<file path="src/rtl/tww_pkg.sv">
`timescale 1ns / 1ps
// Shared types and constants of the tube warmth waveshaper.
// No dependencies; every other file but tww_checker imports this package.
package tww_pkg;

  // Fraction bits of all internal values and coefficients
  localparam int Q_FRAC          = 24;
  // Sign plus integer bits of a sample (Q3.20 at 24 bits)
  localparam int SAMPLE_INT_BITS = 4;
  // Width of the blocker pole register
  localparam int POLE_WIDTH      = 25;
  // Width of the configuration register index
  localparam int CFG_IDX_WIDTH   = 4;

  // Configuration register indexes
  localparam logic [CFG_IDX_WIDTH-1:0] REG_POS_OFFSET   = 4'd0;
  localparam logic [CFG_IDX_WIDTH-1:0] REG_POS_LINEAR   = 4'd1;
  localparam logic [CFG_IDX_WIDTH-1:0] REG_POS_BIAS     = 4'd2;
  localparam logic [CFG_IDX_WIDTH-1:0] REG_NEG_OFFSET   = 4'd3;
  localparam logic [CFG_IDX_WIDTH-1:0] REG_NEG_LINEAR   = 4'd4;
  localparam logic [CFG_IDX_WIDTH-1:0] REG_NEG_BIAS     = 4'd5;
  localparam logic [CFG_IDX_WIDTH-1:0] REG_OUT_GAIN     = 4'd6;
  localparam logic [CFG_IDX_WIDTH-1:0] REG_BLOCKER_POLE = 4'd7;

  // Datapath operations issued by the controller
  typedef enum logic [3:0] {
    OP_IDLE,
    OP_LOAD,
    OP_LIN,
    OP_ARG,
    OP_GAIN,
    OP_MED,
    OP_DIFF,
    OP_POLE,
    OP_OUT
  } dp_op_e;

  // Controller states
  typedef enum logic [3:0] {
    ST_IDLE,
    ST_LIN,
    ST_WAIT_LIN,
    ST_ARG,
    ST_WAIT_ROOT,
    ST_GAIN,
    ST_WAIT_GAIN,
    ST_MED,
    ST_DIFF,
    ST_POLE,
    ST_WAIT_POLE,
    ST_OUT
  } ctrl_state_e;

  typedef struct packed {
    dp_op_e op;
  } dp_cmd_t;

  typedef struct packed {
    logic mul_done;
    logic root_done;
    logic out_free;
  } dp_status_t;

endpackage

</file>
<file path="src/rtl/tube_warmth_waveshaper.sv">
`timescale 1ns / 1ps
// Tube warmth waveshaper, top level: stream ports, configuration port,
// controller and datapath. Uses tww_pkg, tww_ctrl and tww_datapath.
//
// Square-root tube waveshaper followed by a one-pole DC blocker. Each input
// sample (signed Q3.20 at the default width) yields exactly one output
// sample, low-clamped at -1.0 and saturated at the format maximum; tlast is
// copied through. One sample is processed at a time, through the radix-4
// square-root unit and three passes through the shared multiplier. A
// finished sample waits in the output register while the next one is
// processed. The eight coefficients are to be written through the
// configuration port only while the block is idle; the block itself does
// not enforce this. Indexes beyond the list are ignored.
module tube_warmth_waveshaper #(
  parameter int SAMPLE_WIDTH = 24,
  parameter int COEF_WIDTH   = 40
) (
  input  logic                                   clk_i,
  input  logic                                   rst_ni,
  // configuration write port
  input  logic                                   cfg_we_i,
  input  logic [tww_pkg::CFG_IDX_WIDTH-1:0]      cfg_idx_i,
  input  logic [COEF_WIDTH-1:0]                  cfg_data_i,
  // input stream
  input  logic                                   s_axis_tvalid,
  output logic                                   s_axis_tready,
  input  logic [((SAMPLE_WIDTH+7)/8)*8-1:0]      s_axis_tdata,  // sample_in
  input  logic                                   s_axis_tlast,  // block_end_in
  // output stream
  output logic                                   m_axis_tvalid,
  input  logic                                   m_axis_tready,
  output logic [((SAMPLE_WIDTH+7)/8)*8-1:0]      m_axis_tdata,  // sample_out
  output logic                                   m_axis_tlast   // block_end_out
);
  import tww_pkg::*;

  localparam int TDW = ((SAMPLE_WIDTH + 7) / 8) * 8;

  dp_cmd_t                 cmd;
  dp_status_t              status;
  logic [SAMPLE_WIDTH-1:0] out_sample;

  tww_ctrl u_ctrl (
    .clk_i   (clk_i),
    .rst_ni  (rst_ni),
    .valid_i (s_axis_tvalid),
    .ready_o (s_axis_tready),
    .cmd_o   (cmd),
    .status_i(status)
  );

  tww_datapath #(
    .SAMPLE_WIDTH(SAMPLE_WIDTH),
    .COEF_WIDTH  (COEF_WIDTH)
  ) u_datapath (
    .clk_i       (clk_i),
    .rst_ni      (rst_ni),
    .cfg_we_i    (cfg_we_i),
    .cfg_idx_i   (cfg_idx_i),
    .cfg_data_i  (cfg_data_i),
    .sample_i    (s_axis_tdata[SAMPLE_WIDTH-1:0]),
    .last_i      (s_axis_tlast),
    .cmd_i       (cmd),
    .status_o    (status),
    .out_valid_o (m_axis_tvalid),
    .out_ready_i (m_axis_tready),
    .out_sample_o(out_sample),
    .out_last_o  (m_axis_tlast)
  );

  // Zero-pad the sample to whole bytes
  assign m_axis_tdata = TDW'(out_sample);

endmodule

</file>
<file path="src/rtl/tww_mul.sv">
`timescale 1ns / 1ps
// Sequential signed fractional multiplier: four half-width partial products,
// truncation toward zero by 24 bits, saturation to COEF_WIDTH. Uses tww_pkg.
module tww_mul #(
  parameter int COEF_WIDTH = 40
) (
  input  logic                         clk_i,
  input  logic                         rst_ni,
  input  logic                         start_i,
  input  logic signed [COEF_WIDTH-1:0] a_i,
  input  logic signed [COEF_WIDTH-1:0] b_i,
  output logic                         done_o,
  output logic signed [COEF_WIDTH-1:0] res_o
);
  import tww_pkg::*;

  localparam int HW   = (COEF_WIDTH + 1) / 2;
  localparam int AW   = 2 * COEF_WIDTH;
  localparam int MAGW = AW - Q_FRAC;
  localparam logic signed [COEF_WIDTH-1:0] RES_MAX = {1'b0, {(COEF_WIDTH-1){1'b1}}};
  localparam logic signed [COEF_WIDTH-1:0] RES_MIN = {1'b1, {(COEF_WIDTH-1){1'b0}}};

  logic                         busy_q, fin_q, neg_q;
  logic [1:0]                   step_q;
  logic [COEF_WIDTH-1:0]        ua_q, ub_q;
  logic [AW-1:0]                acc_q;
  logic signed [COEF_WIDTH-1:0] res_q;

  logic [COEF_WIDTH-1:0] ua_d, ub_d;
  logic [HW-1:0]         a_ch, b_ch;
  logic [2*HW-1:0]       pp;
  logic [AW-1:0]         pp_sh;
  logic [MAGW-1:0]       mag;
  logic                  over;
  logic signed [COEF_WIDTH-1:0] res_d;

  // Operand magnitudes
  always_comb begin
    ua_d = a_i[COEF_WIDTH-1] ? COEF_WIDTH'(-a_i) : COEF_WIDTH'(a_i);
    ub_d = b_i[COEF_WIDTH-1] ? COEF_WIDTH'(-b_i) : COEF_WIDTH'(b_i);
  end

  // Select the half-words of this step and align the partial product
  always_comb begin
    a_ch = step_q[1] ? HW'(ua_q[COEF_WIDTH-1:HW]) : ua_q[HW-1:0];
    b_ch = step_q[0] ? HW'(ub_q[COEF_WIDTH-1:HW]) : ub_q[HW-1:0];
    pp   = a_ch * b_ch;
    case (step_q)
      2'd0:    pp_sh = AW'(pp);
      2'd3:    pp_sh = AW'(pp) << (2 * HW);
      default: pp_sh = AW'(pp) << HW;
    endcase
  end

  // Drop the fraction and saturate the signed result
  always_comb begin
    mag  = acc_q[AW-1:Q_FRAC];
    over = |mag[MAGW-1:COEF_WIDTH-1];
    if (neg_q) begin
      res_d = over ? RES_MIN : -signed'(mag[COEF_WIDTH-1:0]);
    end else begin
      res_d = over ? RES_MAX : signed'(mag[COEF_WIDTH-1:0]);
    end
  end

  // Sequence: start, four accumulate steps, finish
  always_ff @(posedge clk_i or negedge rst_ni) begin
    if (!rst_ni) begin
      busy_q <= 1'b0;
      fin_q  <= 1'b0;
      step_q <= '0;
    end else begin
      fin_q <= 1'b0;
      if (start_i) begin
        busy_q <= 1'b1;
        step_q <= '0;
      end else if (busy_q) begin
        step_q <= step_q + 2'd1;
        if (step_q == 2'd3) begin
          busy_q <= 1'b0;
          fin_q  <= 1'b1;
        end
      end
    end
  end

  // Operands, accumulator and result
  always_ff @(posedge clk_i) begin
    if (start_i) begin
      ua_q  <= ua_d;
      ub_q  <= ub_d;
      neg_q <= a_i[COEF_WIDTH-1] ^ b_i[COEF_WIDTH-1];
      acc_q <= '0;
    end else if (busy_q) begin
      acc_q <= acc_q + pp_sh;
    end
    if (fin_q) begin
      res_q <= res_d;
    end
  end

  assign done_o = fin_q;
  assign res_o  = res_q;

endmodule

</file>
<file path="src/rtl/tww_sqrt.sv">
`timescale 1ns / 1ps
// Restoring integer square root, two root bits per cycle:
// root = floor(sqrt(rad * 2^24)). Uses tww_pkg.
module tww_sqrt #(
  parameter int COEF_WIDTH = 40
) (
  input  logic                  clk_i,
  input  logic                  rst_ni,
  input  logic                  start_i,
  input  logic [COEF_WIDTH-1:0] rad_i,
  output logic                  done_o,
  output logic [2*((COEF_WIDTH+tww_pkg::Q_FRAC+3)/4)-1:0] root_o
);
  import tww_pkg::*;

  localparam int RW    = 2 * ((COEF_WIDTH + Q_FRAC + 3) / 4);
  localparam int RADW  = 2 * RW;
  localparam int REMW  = RW + 3;
  localparam int NSTEP = RW / 2;
  localparam int CNTW  = $clog2(NSTEP);
  localparam logic [CNTW-1:0] LAST = CNTW'(NSTEP - 1);

  logic            busy_q;
  logic [CNTW-1:0] cnt_q;
  logic [RADW-1:0] rad_q;
  logic [REMW-1:0] rem_q, rem_d;
  logic [RW-1:0]   root_q, root_d;

  logic [REMW-1:0] rem1, trial1, rem2, trial2;
  logic [RW-1:0]   root1;

  // Two dependent restoring steps
  always_comb begin
    rem1   = {rem_q[REMW-3:0], rad_q[RADW-1:RADW-2]};
    trial1 = REMW'({root_q, 2'b01});
    if (rem1 >= trial1) begin
      rem1  = rem1 - trial1;
      root1 = {root_q[RW-2:0], 1'b1};
    end else begin
      root1 = {root_q[RW-2:0], 1'b0};
    end
    rem2   = {rem1[REMW-3:0], rad_q[RADW-3:RADW-4]};
    trial2 = REMW'({root1, 2'b01});
    if (rem2 >= trial2) begin
      rem_d  = rem2 - trial2;
      root_d = {root1[RW-2:0], 1'b1};
    end else begin
      rem_d  = rem2;
      root_d = {root1[RW-2:0], 1'b0};
    end
  end

  // Step counter
  always_ff @(posedge clk_i or negedge rst_ni) begin
    if (!rst_ni) begin
      busy_q <= 1'b0;
      cnt_q  <= '0;
    end else begin
      if (start_i) begin
        busy_q <= 1'b1;
        cnt_q  <= '0;
      end else if (busy_q) begin
        cnt_q <= cnt_q + CNTW'(1);
        if (cnt_q == LAST) begin
          busy_q <= 1'b0;
        end
      end
    end
  end

  // Radicand shift line, remainder and partial root
  always_ff @(posedge clk_i) begin
    if (start_i) begin
      rad_q  <= RADW'({rad_i, {Q_FRAC{1'b0}}});
      rem_q  <= '0;
      root_q <= '0;
    end else if (busy_q) begin
      rad_q  <= rad_q << 4;
      rem_q  <= rem_d;
      root_q <= root_d;
    end
  end

  assign done_o = busy_q && (cnt_q == LAST);
  assign root_o = root_q;

endmodule

</file>
<file path="src/rtl/tww_ctrl.sv">
`timescale 1ns / 1ps
// Controller of the waveshaper: sequences the datapath operations of one
// sample and waits on the multiplier, root unit and output slot. Uses tww_pkg.
module tww_ctrl (
  input  logic                clk_i,
  input  logic                rst_ni,
  input  logic                valid_i,
  output logic                ready_o,
  output tww_pkg::dp_cmd_t    cmd_o,
  input  tww_pkg::dp_status_t status_i
);
  import tww_pkg::*;

  ctrl_state_e state_q, state_d;

  // State register
  always_ff @(posedge clk_i or negedge rst_ni) begin
    if (!rst_ni) begin
      state_q <= ST_IDLE;
    end else begin
      state_q <= state_d;
    end
  end

  // Next state and commands
  always_comb begin
    state_d   = state_q;
    cmd_o.op  = OP_IDLE;
    ready_o   = 1'b0;
    unique case (state_q)
      ST_IDLE: begin
        ready_o = 1'b1;
        if (valid_i) begin
          cmd_o.op = OP_LOAD;
          state_d  = ST_LIN;
        end
      end
      ST_LIN: begin
        cmd_o.op = OP_LIN;
        state_d  = ST_WAIT_LIN;
      end
      ST_WAIT_LIN: begin
        if (status_i.mul_done) state_d = ST_ARG;
      end
      ST_ARG: begin
        cmd_o.op = OP_ARG;
        state_d  = ST_WAIT_ROOT;
      end
      ST_WAIT_ROOT: begin
        if (status_i.root_done) state_d = ST_GAIN;
      end
      ST_GAIN: begin
        cmd_o.op = OP_GAIN;
        state_d  = ST_WAIT_GAIN;
      end
      ST_WAIT_GAIN: begin
        if (status_i.mul_done) state_d = ST_MED;
      end
      ST_MED: begin
        cmd_o.op = OP_MED;
        state_d  = ST_DIFF;
      end
      ST_DIFF: begin
        cmd_o.op = OP_DIFF;
        state_d  = ST_POLE;
      end
      ST_POLE: begin
        cmd_o.op = OP_POLE;
        state_d  = ST_WAIT_POLE;
      end
      ST_WAIT_POLE: begin
        if (status_i.mul_done) state_d = ST_OUT;
      end
      ST_OUT: begin
        // hold until the output slot is free
        if (status_i.out_free) begin
          cmd_o.op = OP_OUT;
          state_d  = ST_IDLE;
        end
      end
      default: state_d = ST_IDLE;
    endcase
  end

endmodule

</file>
<file path="src/rtl/tww_datapath.sv">
`timescale 1ns / 1ps
// Datapath of the waveshaper: configuration registers, shaping and DC
// blocker arithmetic, filter state and output register. Uses tww_pkg,
// tww_mul and tww_sqrt.
module tww_datapath #(
  parameter int SAMPLE_WIDTH = 24,
  parameter int COEF_WIDTH   = 40
) (
  input  logic                              clk_i,
  input  logic                              rst_ni,
  input  logic                              cfg_we_i,
  input  logic [tww_pkg::CFG_IDX_WIDTH-1:0] cfg_idx_i,
  input  logic [COEF_WIDTH-1:0]             cfg_data_i,
  input  logic [SAMPLE_WIDTH-1:0]           sample_i,
  input  logic                              last_i,
  input  tww_pkg::dp_cmd_t                  cmd_i,
  output tww_pkg::dp_status_t               status_o,
  output logic                              out_valid_o,
  input  logic                              out_ready_i,
  output logic [SAMPLE_WIDTH-1:0]           out_sample_o,
  output logic                              out_last_o
);
  import tww_pkg::*;

  localparam int CW    = COEF_WIDTH;
  localparam int SH    = Q_FRAC - (SAMPLE_WIDTH - SAMPLE_INT_BITS);
  localparam int SHP   = (SH > 0) ? SH : 0;
  localparam int SHN   = (SH < 0) ? -SH : 0;
  localparam int YW    = CW + SHN;
  localparam int RW    = 2 * ((CW + Q_FRAC + 3) / 4);
  localparam logic signed [CW-1:0] C_MAX = {1'b0, {(CW-1){1'b1}}};
  localparam logic signed [CW-1:0] C_MIN = {1'b1, {(CW-1){1'b0}}};
  localparam logic signed [CW-1:0] C_ONE = CW'(64'sd1 <<< Q_FRAC);
  localparam logic [POLE_WIDTH-1:0] POLE_ONE = POLE_WIDTH'(64'd1 << Q_FRAC);
  localparam logic signed [YW-1:0] Y_MIN =
    YW'(-(64'sd1 <<< (SAMPLE_WIDTH - SAMPLE_INT_BITS)));
  localparam logic signed [YW-1:0] Y_MAX = YW'((64'sd1 <<< (SAMPLE_WIDTH - 1)) - 64'sd1);

  // Saturate a widened sum back to the coefficient range
  function automatic logic signed [CW-1:0] sat(input logic signed [CW:0] v);
    logic signed [CW-1:0] r;
    if (v[CW] != v[CW-1]) begin
      r = v[CW] ? C_MIN : C_MAX;
    end else begin
      r = v[CW-1:0];
    end
    return r;
  endfunction

  // Sample format to Q.24
  function automatic logic signed [CW-1:0] to_q(input logic signed [SAMPLE_WIDTH-1:0] s);
    logic signed [CW-1:0] t;
    t = CW'(s);
    return (t <<< SHP) >>> SHN;
  endfunction

  // Configuration registers
  logic signed [CW-1:0]   pos_off_q, pos_lin_q, pos_bias_q;
  logic signed [CW-1:0]   neg_off_q, neg_lin_q, neg_bias_q, gain_q;
  logic [POLE_WIDTH-1:0]  pole_q;

  // Working and state registers
  logic signed [CW-1:0]           x_q, med_q, diff_q, last_shaped_q;
  logic                           neg_q, last_q, out_last_q, out_valid_q;
  logic signed [SAMPLE_WIDTH-1:0] last_out_q;
  logic [SAMPLE_WIDTH-1:0]        out_sample_q;

  // Unit connections
  logic                 mul_start, mul_done, root_start, root_done;
  logic signed [CW-1:0] mul_a, mul_b, prod;
  logic [CW-1:0]        rad;
  logic [RW-1:0]        root;

  logic signed [CW-1:0]           arg, med_d;
  logic signed [CW:0]             root_ext;
  logic signed [YW-1:0]           y_full;
  logic signed [SAMPLE_WIDTH-1:0] y;

  // Write configuration registers
  always_ff @(posedge clk_i or negedge rst_ni) begin
    if (!rst_ni) begin
      pos_off_q  <= '0;
      pos_lin_q  <= '0;
      pos_bias_q <= '0;
      neg_off_q  <= '0;
      neg_lin_q  <= '0;
      neg_bias_q <= '0;
      gain_q     <= C_ONE;
      pole_q     <= POLE_ONE;
    end else if (cfg_we_i) begin
      unique case (cfg_idx_i)
        REG_POS_OFFSET:   pos_off_q  <= cfg_data_i;
        REG_POS_LINEAR:   pos_lin_q  <= cfg_data_i;
        REG_POS_BIAS:     pos_bias_q <= cfg_data_i;
        REG_NEG_OFFSET:   neg_off_q  <= cfg_data_i;
        REG_NEG_LINEAR:   neg_lin_q  <= cfg_data_i;
        REG_NEG_BIAS:     neg_bias_q <= cfg_data_i;
        REG_OUT_GAIN:     gain_q     <= cfg_data_i;
        REG_BLOCKER_POLE: pole_q     <= cfg_data_i[POLE_WIDTH-1:0];
        default: ;
      endcase
    end
  end

  // Radicand, widened root, shaped value and output conversion
  always_comb begin
    arg      = neg_q ? sat((CW+1)'(neg_off_q) - (CW+1)'(prod))
                     : sat((CW+1)'(pos_off_q) + (CW+1)'(prod));
    rad      = arg[CW-1] ? CW'(-arg) : CW'(arg);
    root_ext = signed'((CW+1)'(root));
    med_d    = neg_q ? sat(-(CW+1)'(prod)) : prod;
    y_full   = (YW'(prod) <<< SHN) >>> SHP;
    if (y_full < Y_MIN) begin
      y = SAMPLE_WIDTH'(Y_MIN);
    end else if (y_full > Y_MAX) begin
      y = SAMPLE_WIDTH'(Y_MAX);
    end else begin
      y = SAMPLE_WIDTH'(y_full);
    end
  end

  // Start the shared multiplier and the root unit
  always_comb begin
    mul_start  = 1'b0;
    root_start = 1'b0;
    mul_a      = x_q;
    mul_b      = '0;
    unique case (cmd_i.op)
      OP_LIN: begin
        mul_start = 1'b1;
        mul_b     = neg_q ? sat((CW+1)'(neg_lin_q) + (CW+1)'(x_q))
                          : sat((CW+1)'(pos_lin_q) - (CW+1)'(x_q));
      end
      OP_ARG: root_start = 1'b1;
      OP_GAIN: begin
        mul_start = 1'b1;
        mul_a     = neg_q ? sat(root_ext + (CW+1)'(neg_bias_q))
                          : sat(root_ext + (CW+1)'(pos_bias_q));
        mul_b     = gain_q;
      end
      OP_POLE: begin
        mul_start = 1'b1;
        mul_a     = sat((CW+1)'(diff_q) + (CW+1)'(to_q(last_out_q)));
        mul_b     = signed'(CW'(pole_q));
      end
      default: ;
    endcase
  end

  // Sample registers along the sequence
  always_ff @(posedge clk_i) begin
    unique case (cmd_i.op)
      OP_LOAD: begin
        x_q    <= to_q(signed'(sample_i));
        neg_q  <= sample_i[SAMPLE_WIDTH-1];
        last_q <= last_i;
      end
      OP_MED:  med_q  <= med_d;
      OP_DIFF: diff_q <= sat((CW+1)'(med_q) - (CW+1)'(last_shaped_q));
      OP_OUT: begin
        out_sample_q <= y;
        out_last_q   <= last_q;
      end
      default: ;
    endcase
  end

  // Filter state and output valid
  always_ff @(posedge clk_i or negedge rst_ni) begin
    if (!rst_ni) begin
      last_shaped_q <= '0;
      last_out_q    <= '0;
      out_valid_q   <= 1'b0;
    end else begin
      if (cmd_i.op == OP_OUT) begin
        last_shaped_q <= med_q;
        last_out_q    <= y;
        out_valid_q   <= 1'b1;
      end else if (out_ready_i) begin
        out_valid_q   <= 1'b0;
      end
    end
  end

  tww_mul #(
    .COEF_WIDTH(CW)
  ) u_mul (
    .clk_i  (clk_i),
    .rst_ni (rst_ni),
    .start_i(mul_start),
    .a_i    (mul_a),
    .b_i    (mul_b),
    .done_o (mul_done),
    .res_o  (prod)
  );

  tww_sqrt #(
    .COEF_WIDTH(CW)
  ) u_sqrt (
    .clk_i  (clk_i),
    .rst_ni (rst_ni),
    .start_i(root_start),
    .rad_i  (rad),
    .done_o (root_done),
    .root_o (root)
  );

  assign status_o.mul_done  = mul_done;
  assign status_o.root_done = root_done;
  assign status_o.out_free  = !out_valid_q || out_ready_i;
  assign out_valid_o        = out_valid_q;
  assign out_sample_o       = out_sample_q;
  assign out_last_o         = out_last_q;

endmodule

</file>
<file path="config.mk">
export PLATFORM = sky130hd
export DESIGN_NAME = tube_warmth_waveshaper
export DESIGN_NICKNAME = d
export VERILOG_FILES = /design/src/rtl/tww_pkg.sv /design/src/rtl/tube_warmth_waveshaper.sv /design/src/rtl/tww_mul.sv /design/src/rtl/tww_sqrt.sv /design/src/rtl/tww_ctrl.sv /design/src/rtl/tww_datapath.sv
export SDC_FILE = /design/constraint.sdc
export NUM_CORES = 2
export LEC_CHECK = 0
export BUFFER_PORTS_ARGS = -buffer_cell sky130_fd_sc_hd__buf_2
export CAP_MARGIN = 10
export CORE_AREA = 5 5 565 567
export DETAILED_ROUTE_END_ITERATION = 16
export DIE_AREA = 0 0 570 572
export MAX_ROUTING_LAYER = met4
export PLACE_DENSITY = 0.34
export SETUP_SLACK_MARGIN = 0.4
export SYNTH_ARGS = -nofsm -noshare
export SYNTH_HDL_FRONTEND = slang
export SYNTH_SLANG_ARGS = --single-unit
</file>
<file path="constraint.sdc">
create_clock -name clk_i -period 25.1 [get_ports clk_i]
set_clock_uncertainty 0.2 [all_clocks]
set_input_delay 6.275 -clock clk_i [delete_from_list [all_inputs] [get_ports clk_i]]
set_output_delay 6.275 -clock clk_i [all_outputs]
set_load 0.02 [all_outputs]
</file>
# --- Yosys cells after proc, flatten, opt, wreduce, memory -nomap -nowiden ---
# Index checks and enable logic that the tools add are counted.
op_classes:
  n_addsub: 18
  n_mul: 1
  magnitude_cmp: 4
  n_eq_ne: 43
  n_mux: 69
  n_bitwise: 1
  n_reduce_logical: 20
op_table:
  columns: ["operator", "count"]
  rows:
  - ["40-bit two-way mux", 26]
  - ["40-bit negator", 4]
  - ["80-bit case mux with 2 select lines", 1]
  - ["64-bit two-way mux", 2]
  - ["40-bit case mux with 3 select lines", 1]
  - ["33-bit by 40-bit adder with 41-bit output", 2]
  - ["40-bit by 28-bit adder with 41-bit output", 2]
  - ["40-bit by 40-bit subtractor with 41-bit output", 2]
  - ["80-bit adder", 1]
  - ["40-bit case mux with 2 select lines", 1]
  - ["39-bit two-way mux", 2]
  - ["35-bit by 34-bit greater-or-equal comparator with 1-bit output", 2]
  - ["33-bit two-way mux", 2]
  - ["33-bit subtractor", 2]
  - ["4-bit by 3-bit equality test with 1-bit output (second input constant)", 12]
  - ["24-bit two-way mux", 2]
  - ["4-bit case mux with 12 select lines", 1]
  - ["40-bit by 40-bit adder with 41-bit output", 1]
  - ["40-bit negator with 41-bit output", 1]
  - ["40-bit by 28-bit subtractor with 41-bit output", 1]
  - ["20-bit by 20-bit multiplier with 40-bit output", 1]
  - ["20-bit two-way mux", 2]
  - ["36-bit by 24-bit > comparator with 1-bit output (second input constant)", 1]
  - ["36-bit by 21-bit < comparator with 1-bit output (second input constant)", 1]
  - ["other kinds (24)", 83]
totals:
  regBits: 820
  output_inout_bits: 27
  wordCells: 190

# --- Longest topological paths before layout ---
logic_depth:
  depth_word: 8
  mapped_depth: 48
  ltp_nobuf: 45

# --- Cells and area by module ---
# A second synthesis with hierarchy kept.
unflattened:
  hier_cells: 8322
  hier_area_um2: 75409.8
by_module_without_submodules:
  columns: ["mod", "instances", "cells_per_inst", "area_per_inst_um2"]
  rows:
  - ["tww_datapath", 1, 4098, 38316.7]
  - ["tww_mul", 1, 3146, 27879.2]
  - ["tww_sqrt", 1, 1046, 8922.3]
  - ["tww_ctrl", 1, 32, 291.5]

# --- Least setup slack after synthesis ---
# Ideal clock, no wire load.
synth_timing:
  path_kind: "reg2reg"
  startpoint: "register u_datapath.u_mul.step_q[1]"
  endpoint: "register u_datapath.u_mul.acc_q[63]"
  arrival_ps: 11370
  required_ps: 24652
  setup_slack_ps: 13281
  stages_incl_launch_ff: 46
  path_buffers: 3
  cell_sequence: "dfrtp_1 > clkbuf_1 > clkbuf_1 > mux2i_1 > clkbuf_1 > nor2_1 > fa_1 > fa_1 > inv_1 > fa_1 > inv_1 > fa_1 > ha_1 > fa_1 > inv_1 > fa_1 > inv_1 > ha_1 > (+10 left out) > a21oi_1 > xnor2_1 > a22o_1 > ha_1 > a21oi_1 > o21ai_0 > a221oi_1 > o311ai_0 > nand4_1 > a21oi_1 > a31o_2 > a311o_1 > a2111oi_0 > o31ai_1 > a21oi_1 > xnor2_1 > mux2i_1 > nor2_1"
synth_via:
  elab_chain_len: 4
  word_cells_on_any_way: 6
synth_rtl:
  columns: ["element", "line_no", "rtl"]
  rows:
  - ["from (decl)", "tww_mul.sv:24", "logic [1:0] step_q;"]
  - ["from (signal assigned)", "tww_mul.sv:78", "step_q <= step_q + 2'd1;"]
  - ["20-bit two-way mux", "tww_mul.sv:45", "a_ch = step_q[1] ? HW'(ua_q[COEF_WIDTH-1:HW]) : ua_q[HW-1:0];"]
  - ["20-bit by 20-bit multiplier with 40-bit output", "tww_mul.sv:47", "pp = a_ch * b_ch;"]
  - ["80-bit case mux with 2 select lines *", "tww_mul.sv:48", "case (step_q)"]
  - ["80-bit adder *", "tww_mul.sv:95", "acc_q <= acc_q + pp_sh;"]
  - ["to (signal assigned)", "tww_mul.sv:95", null]
  - ["to (decl)", "tww_mul.sv:26", "logic [AW-1:0] acc_q;"]
# Mark *: on every way between the ends. The rest lies on a longest branch, timed or not.
# A chain may end at the register's enable or synchronous reset.

# --- Worst setup path after layout ---
layout_timing:
  startpoint: "register u_datapath.u_mul.step_q[0]"
  endpoint: "register u_datapath.u_mul.acc_q[79]"
layout_via:
  elab_chain_len: 4
  word_cells_on_any_way: 6
layout_rtl:
  columns: ["element", "line_no", "rtl"]
  rows:
  - ["20-bit two-way mux", "tww_mul.sv:46", "b_ch = step_q[0] ? HW'(ub_q[COEF_WIDTH-1:HW]) : ub_q[HW-1:0];"]
  - ["20-bit by 20-bit multiplier with 40-bit output", "tww_mul.sv:47", null]
  - ["80-bit case mux with 2 select lines *", "tww_mul.sv:48", null]
  - ["80-bit adder *", "tww_mul.sv:95", null]
# Marked as above.

==> key figures <==
Finish
  • Syn-to-layout area delta: 12.63%
  • Nets: 9852
  • Fill cell count: 33.40k
  • Share of layout cells above drive strength 1: 10.81%
  • Finished layout cell area: 0.08775 sq mm

Floorplan
  • Die Wd: 570 um
  • Io pins: 101
  • Num rows: 206
  • Die H: 572 um
  • Initial Utilization: 24.84%
  • Die area: 0.3260 sq mm
  • Core Box Area: 0.3137 sq mm

Power
  • Pleak: 38.21 nW
  • PwrDens: 52.68 mW/mm^2
  • Peak VDD IR: 52.25 uV

Placed design
  • Routability cong.: 0.9166
  • Buffers on Ports: 100
  • Placed cell areas: 0.08355 sq mm
  • Setup Slack @ Placement: 11.74 ns
  • Post-DP HPWL: 288.1 mm

Routing
  • Drc violations: 0
  • Antenna-violating nets left: 0
  • First drt pass iteration count: 6
  • Vias/cell: 5.212
  • Via count: 68.41k
  • Routed WL: 363.0 mm
  • 1st-iter DRT viols: 5428
  • Wire length per cell: 27.65 um

STA
  • Least-Margin Pin Slew: 1.354 ns
  • # setup viols final: 0
  • Final hold vios: 0
  • Final Critical Period: 13.56 ns
  • Final setup margin: 11.54 ns
  • Crit share post-route: 54.01%
  • Max Slew Vio Count: 0
  • Setup TNS: 0 ns
  • Worst rel slew slack: 9.401%
  • RSZ-0062 raised after global routing: no
  • Fmax achieved: 73.77 MHz

Yosys
  • Mapped Nets: 9866
  • Top post-synthesis cells by area: dfrtp_1 12%, edfxtp_1 11%, ha_1 9.6%
  • Cell taking the most area after synthesis: dfrtp_1
  • Commonest cells post-synth: 824 x nor2_1, 725 x nand2_1, 668 x inv_1
  • Async S/R FF share, synth: 46.76%
  • Number of synthesized flops with an enable pin: 291
  • Post-synthesis sequential area ratio: 27.25%
  • Syn Area/Cell: 8.790 sq um
  • Gate Count Post-Synth: 8864
  • Yosys warning total: 0
  • Count leader, synth: nor2_1
  • Top FF cell, synth: dfrtp_1
  • Seq cells post-synth: 819
  • Cell Area, Synth: 0.07791 sq mm
  • Cell variety after synth: 113
  • Share of the synthesized area in the top cell type: 12.24%

Critical path
  • Worst Setup End Kind: flip-flop
  • Worst Path Buf+Inv: 5
  • Crit path max fanout: 36
  • Critical Path Most Common Cell: fa_1
  • Worst path required time: 25.61 ns
  • Slowest cell on crit path: dfrtp_2
  • Critical Path Max Stage Delay: 1.02 ns
  • Worst endpoint data arrival time: 14.06 ns
  • Critical path class: flip-flop to flip-flop
  • Cell family contributing the most delay on the critical path: compound AO/OA/AOI/OAI gates
  • Worst setup SP type: flip-flop

GRT
  • First-pass GRT wire length: 515.3 mm
  • GRT Util Overall: 22.22%
  • Largest net degree at the start of global routing: 123
  • Initial antenna violation count: 63
  • Vias in the first global route: 67.79k
  • Gr ovfl total: 0

Clocking
  • Clk sinks: 819
  • H-tree lvl count: 3
  • Worst-Skew Late Latency: 0.91 ns
  • Number of gates resized after CTS: 0
  • Clock transition at path regs: 0.06 ns
  • Post-CTS setup buffers: 0
  • Clk buf depth: 4
  • Num CTS Buffers: 114
  • CTS tree: built
  • Hold buffer count at CTS: 0
  • CTS root buf: clkbuf_16

Worst hold path
  • Worst Hold Class: flip-flop to flip-flop

Run
  • Total of max-cap violations: 0

Status
  • Status: completed
-- logic make-up after synthesis --
logic type / share of synthesized area, %
flip-flops: 27.25
buffers and inverters: 5.102
AND/OR/NAND/NOR: 14.98
XOR/XNOR: 6.048
multiplexers: 7.103
AO/OA/AOI/OAI: 21.10
adder cells (fa/ha/maj): 18.42
-- where the power goes --
group	switching [mW]	internal [mW]
Combinational	0.753	0.444
Sequential	0.0871	1.49
Clock	0.724	1.13
Total	1.56	3.06
-- metal layers --
| layer | GRT usage (%) | up-vias | part of all wire [%] |
|---|---|---|---|
| met3 | 1.630 | 340 | 3.9 |
| met1 | 30.82 | 34506 | 48 |
| met4 | 4.657 | 0 | 2.2 |
| met2 | 35.63 | 1684 | 46 |
| met5 | - | - | 0 |
| li1 | - | 31878 | - |
-- final timing paths --
path / start / endpoint / slack, ns / cells after the start
worst min-delay path: u_datapath.last_q$_DFFE_PN_ / u_datapath.out_last_o$_DFFE_PP_ / 0.23 / 0
min in group asynchronous: rst_ni / u_datapath.last_shaped_q[11]$_DFFE_PN0P_ / 5.10 / 1
max in group asynchronous: rst_ni / u_datapath.pos_lin_q[22]$_DFFE_PN0P_ / 16.52 / 4
worst min register to register: u_datapath.last_q$_DFFE_PN_ / u_datapath.out_last_o$_DFFE_PP_ / 0.23 / 0
worst max-delay path: u_datapath.u_mul.step_q[0]$_DFFE_PN0P_ / u_datapath.u_mul.acc_q[79]$_SDFFE_PP0P_ / 11.54 / 35
worst max register to register: u_datapath.u_mul.step_q[0]$_DFFE_PN0P_ / u_datapath.u_mul.acc_q[79]$_SDFFE_PP0P_ / 11.54 / 35
-- metrics by stage --
stage | total power [mW] | util [%] | std cells | hold WS [ns]
CTS | 4.688 | 27.96 | 13105 | 0.2234
global route | 4.847 | 27.96 | 13112 | 0.2259
finish | 4.623 | 27.98 | 13126 | 0.2278
floorplan | 2.355 | - | 8864 | 0.2003
detailed placement | 2.788 | 26.64 | 12894 | 0.2088
global placement | 2.791 | 26.62 | 12891 | 0.2061
-- registers in the layout, indices dropped and copies added, names as in the netlist, 33 cells and up --
| name | count |
|---|---|
| u_datapath.gain_q | 40 |
| u_datapath.last_shaped_q | 40 |
| u_datapath.u_sqrt.rem_q | 33 |
| u_datapath.neg_bias_q | 40 |
| u_datapath.u_mul.res_o | 40 |
| u_datapath.u_mul.ua_q | 40 |
| u_datapath.u_mul.ub_q | 40 |
| u_datapath.neg_lin_q | 40 |
| u_datapath.diff_q | 40 |
| u_datapath.neg_off_q | 40 |
| u_datapath.pos_off_q | 40 |
| u_datapath.pos_bias_q | 40 |
| u_datapath.u_sqrt.rad_q | 40 |
| u_datapath.med_q | 40 |
| u_datapath.u_mul.acc_q | 80 |
| u_datapath.pos_lin_q | 40 |
-- layout by cell type (no fill, tap or decap), drive strengths merged, types with 81 or more instances in the layout --
cell | synthesis | routed
inv | 669 | 675
mux2 | 367 | 367
nand2 | 726 | 726
buf | 48 | 253
and2 | 92 | 92
a21o | 292 | 292
mux2i | 140 | 140
nand3 | 145 | 145
dfxtp | 145 | 145
a31oi | 84 | 84
a21oi | 643 | 643
nor2 | 826 | 826
fa | 329 | 329
nand4 | 87 | 87
a211oi | 98 | 98
ha | 599 | 599
edfxtp | 291 | 291
clkbuf | 335 | 148
dfrtp | 381 | 381
and3 | 81 | 81
xor2 | 223 | 223
xnor2 | 315 | 315
nor3 | 161 | 161
o21ai | 558 | 558
-- layout make-up --
type | instances | area, sq um | share of cell area, %
well taps | 4160 | 5205 | 5.931
repair buffers | 253 | 1695 | 1.932
inverters | 669 | 2516 | 2.867
diodes | 21 | 52.55 | 0.05988
clock inverters | 63 | 942.2 | 1.074
clock buffers | 148 | 3206 | 3.653
flip-flops and latches | 819 | 21240 | 24.20
multi-input cells | 6993 | 52900 | 60.28
Note: power is estimated with default switching activity, not from simulation.
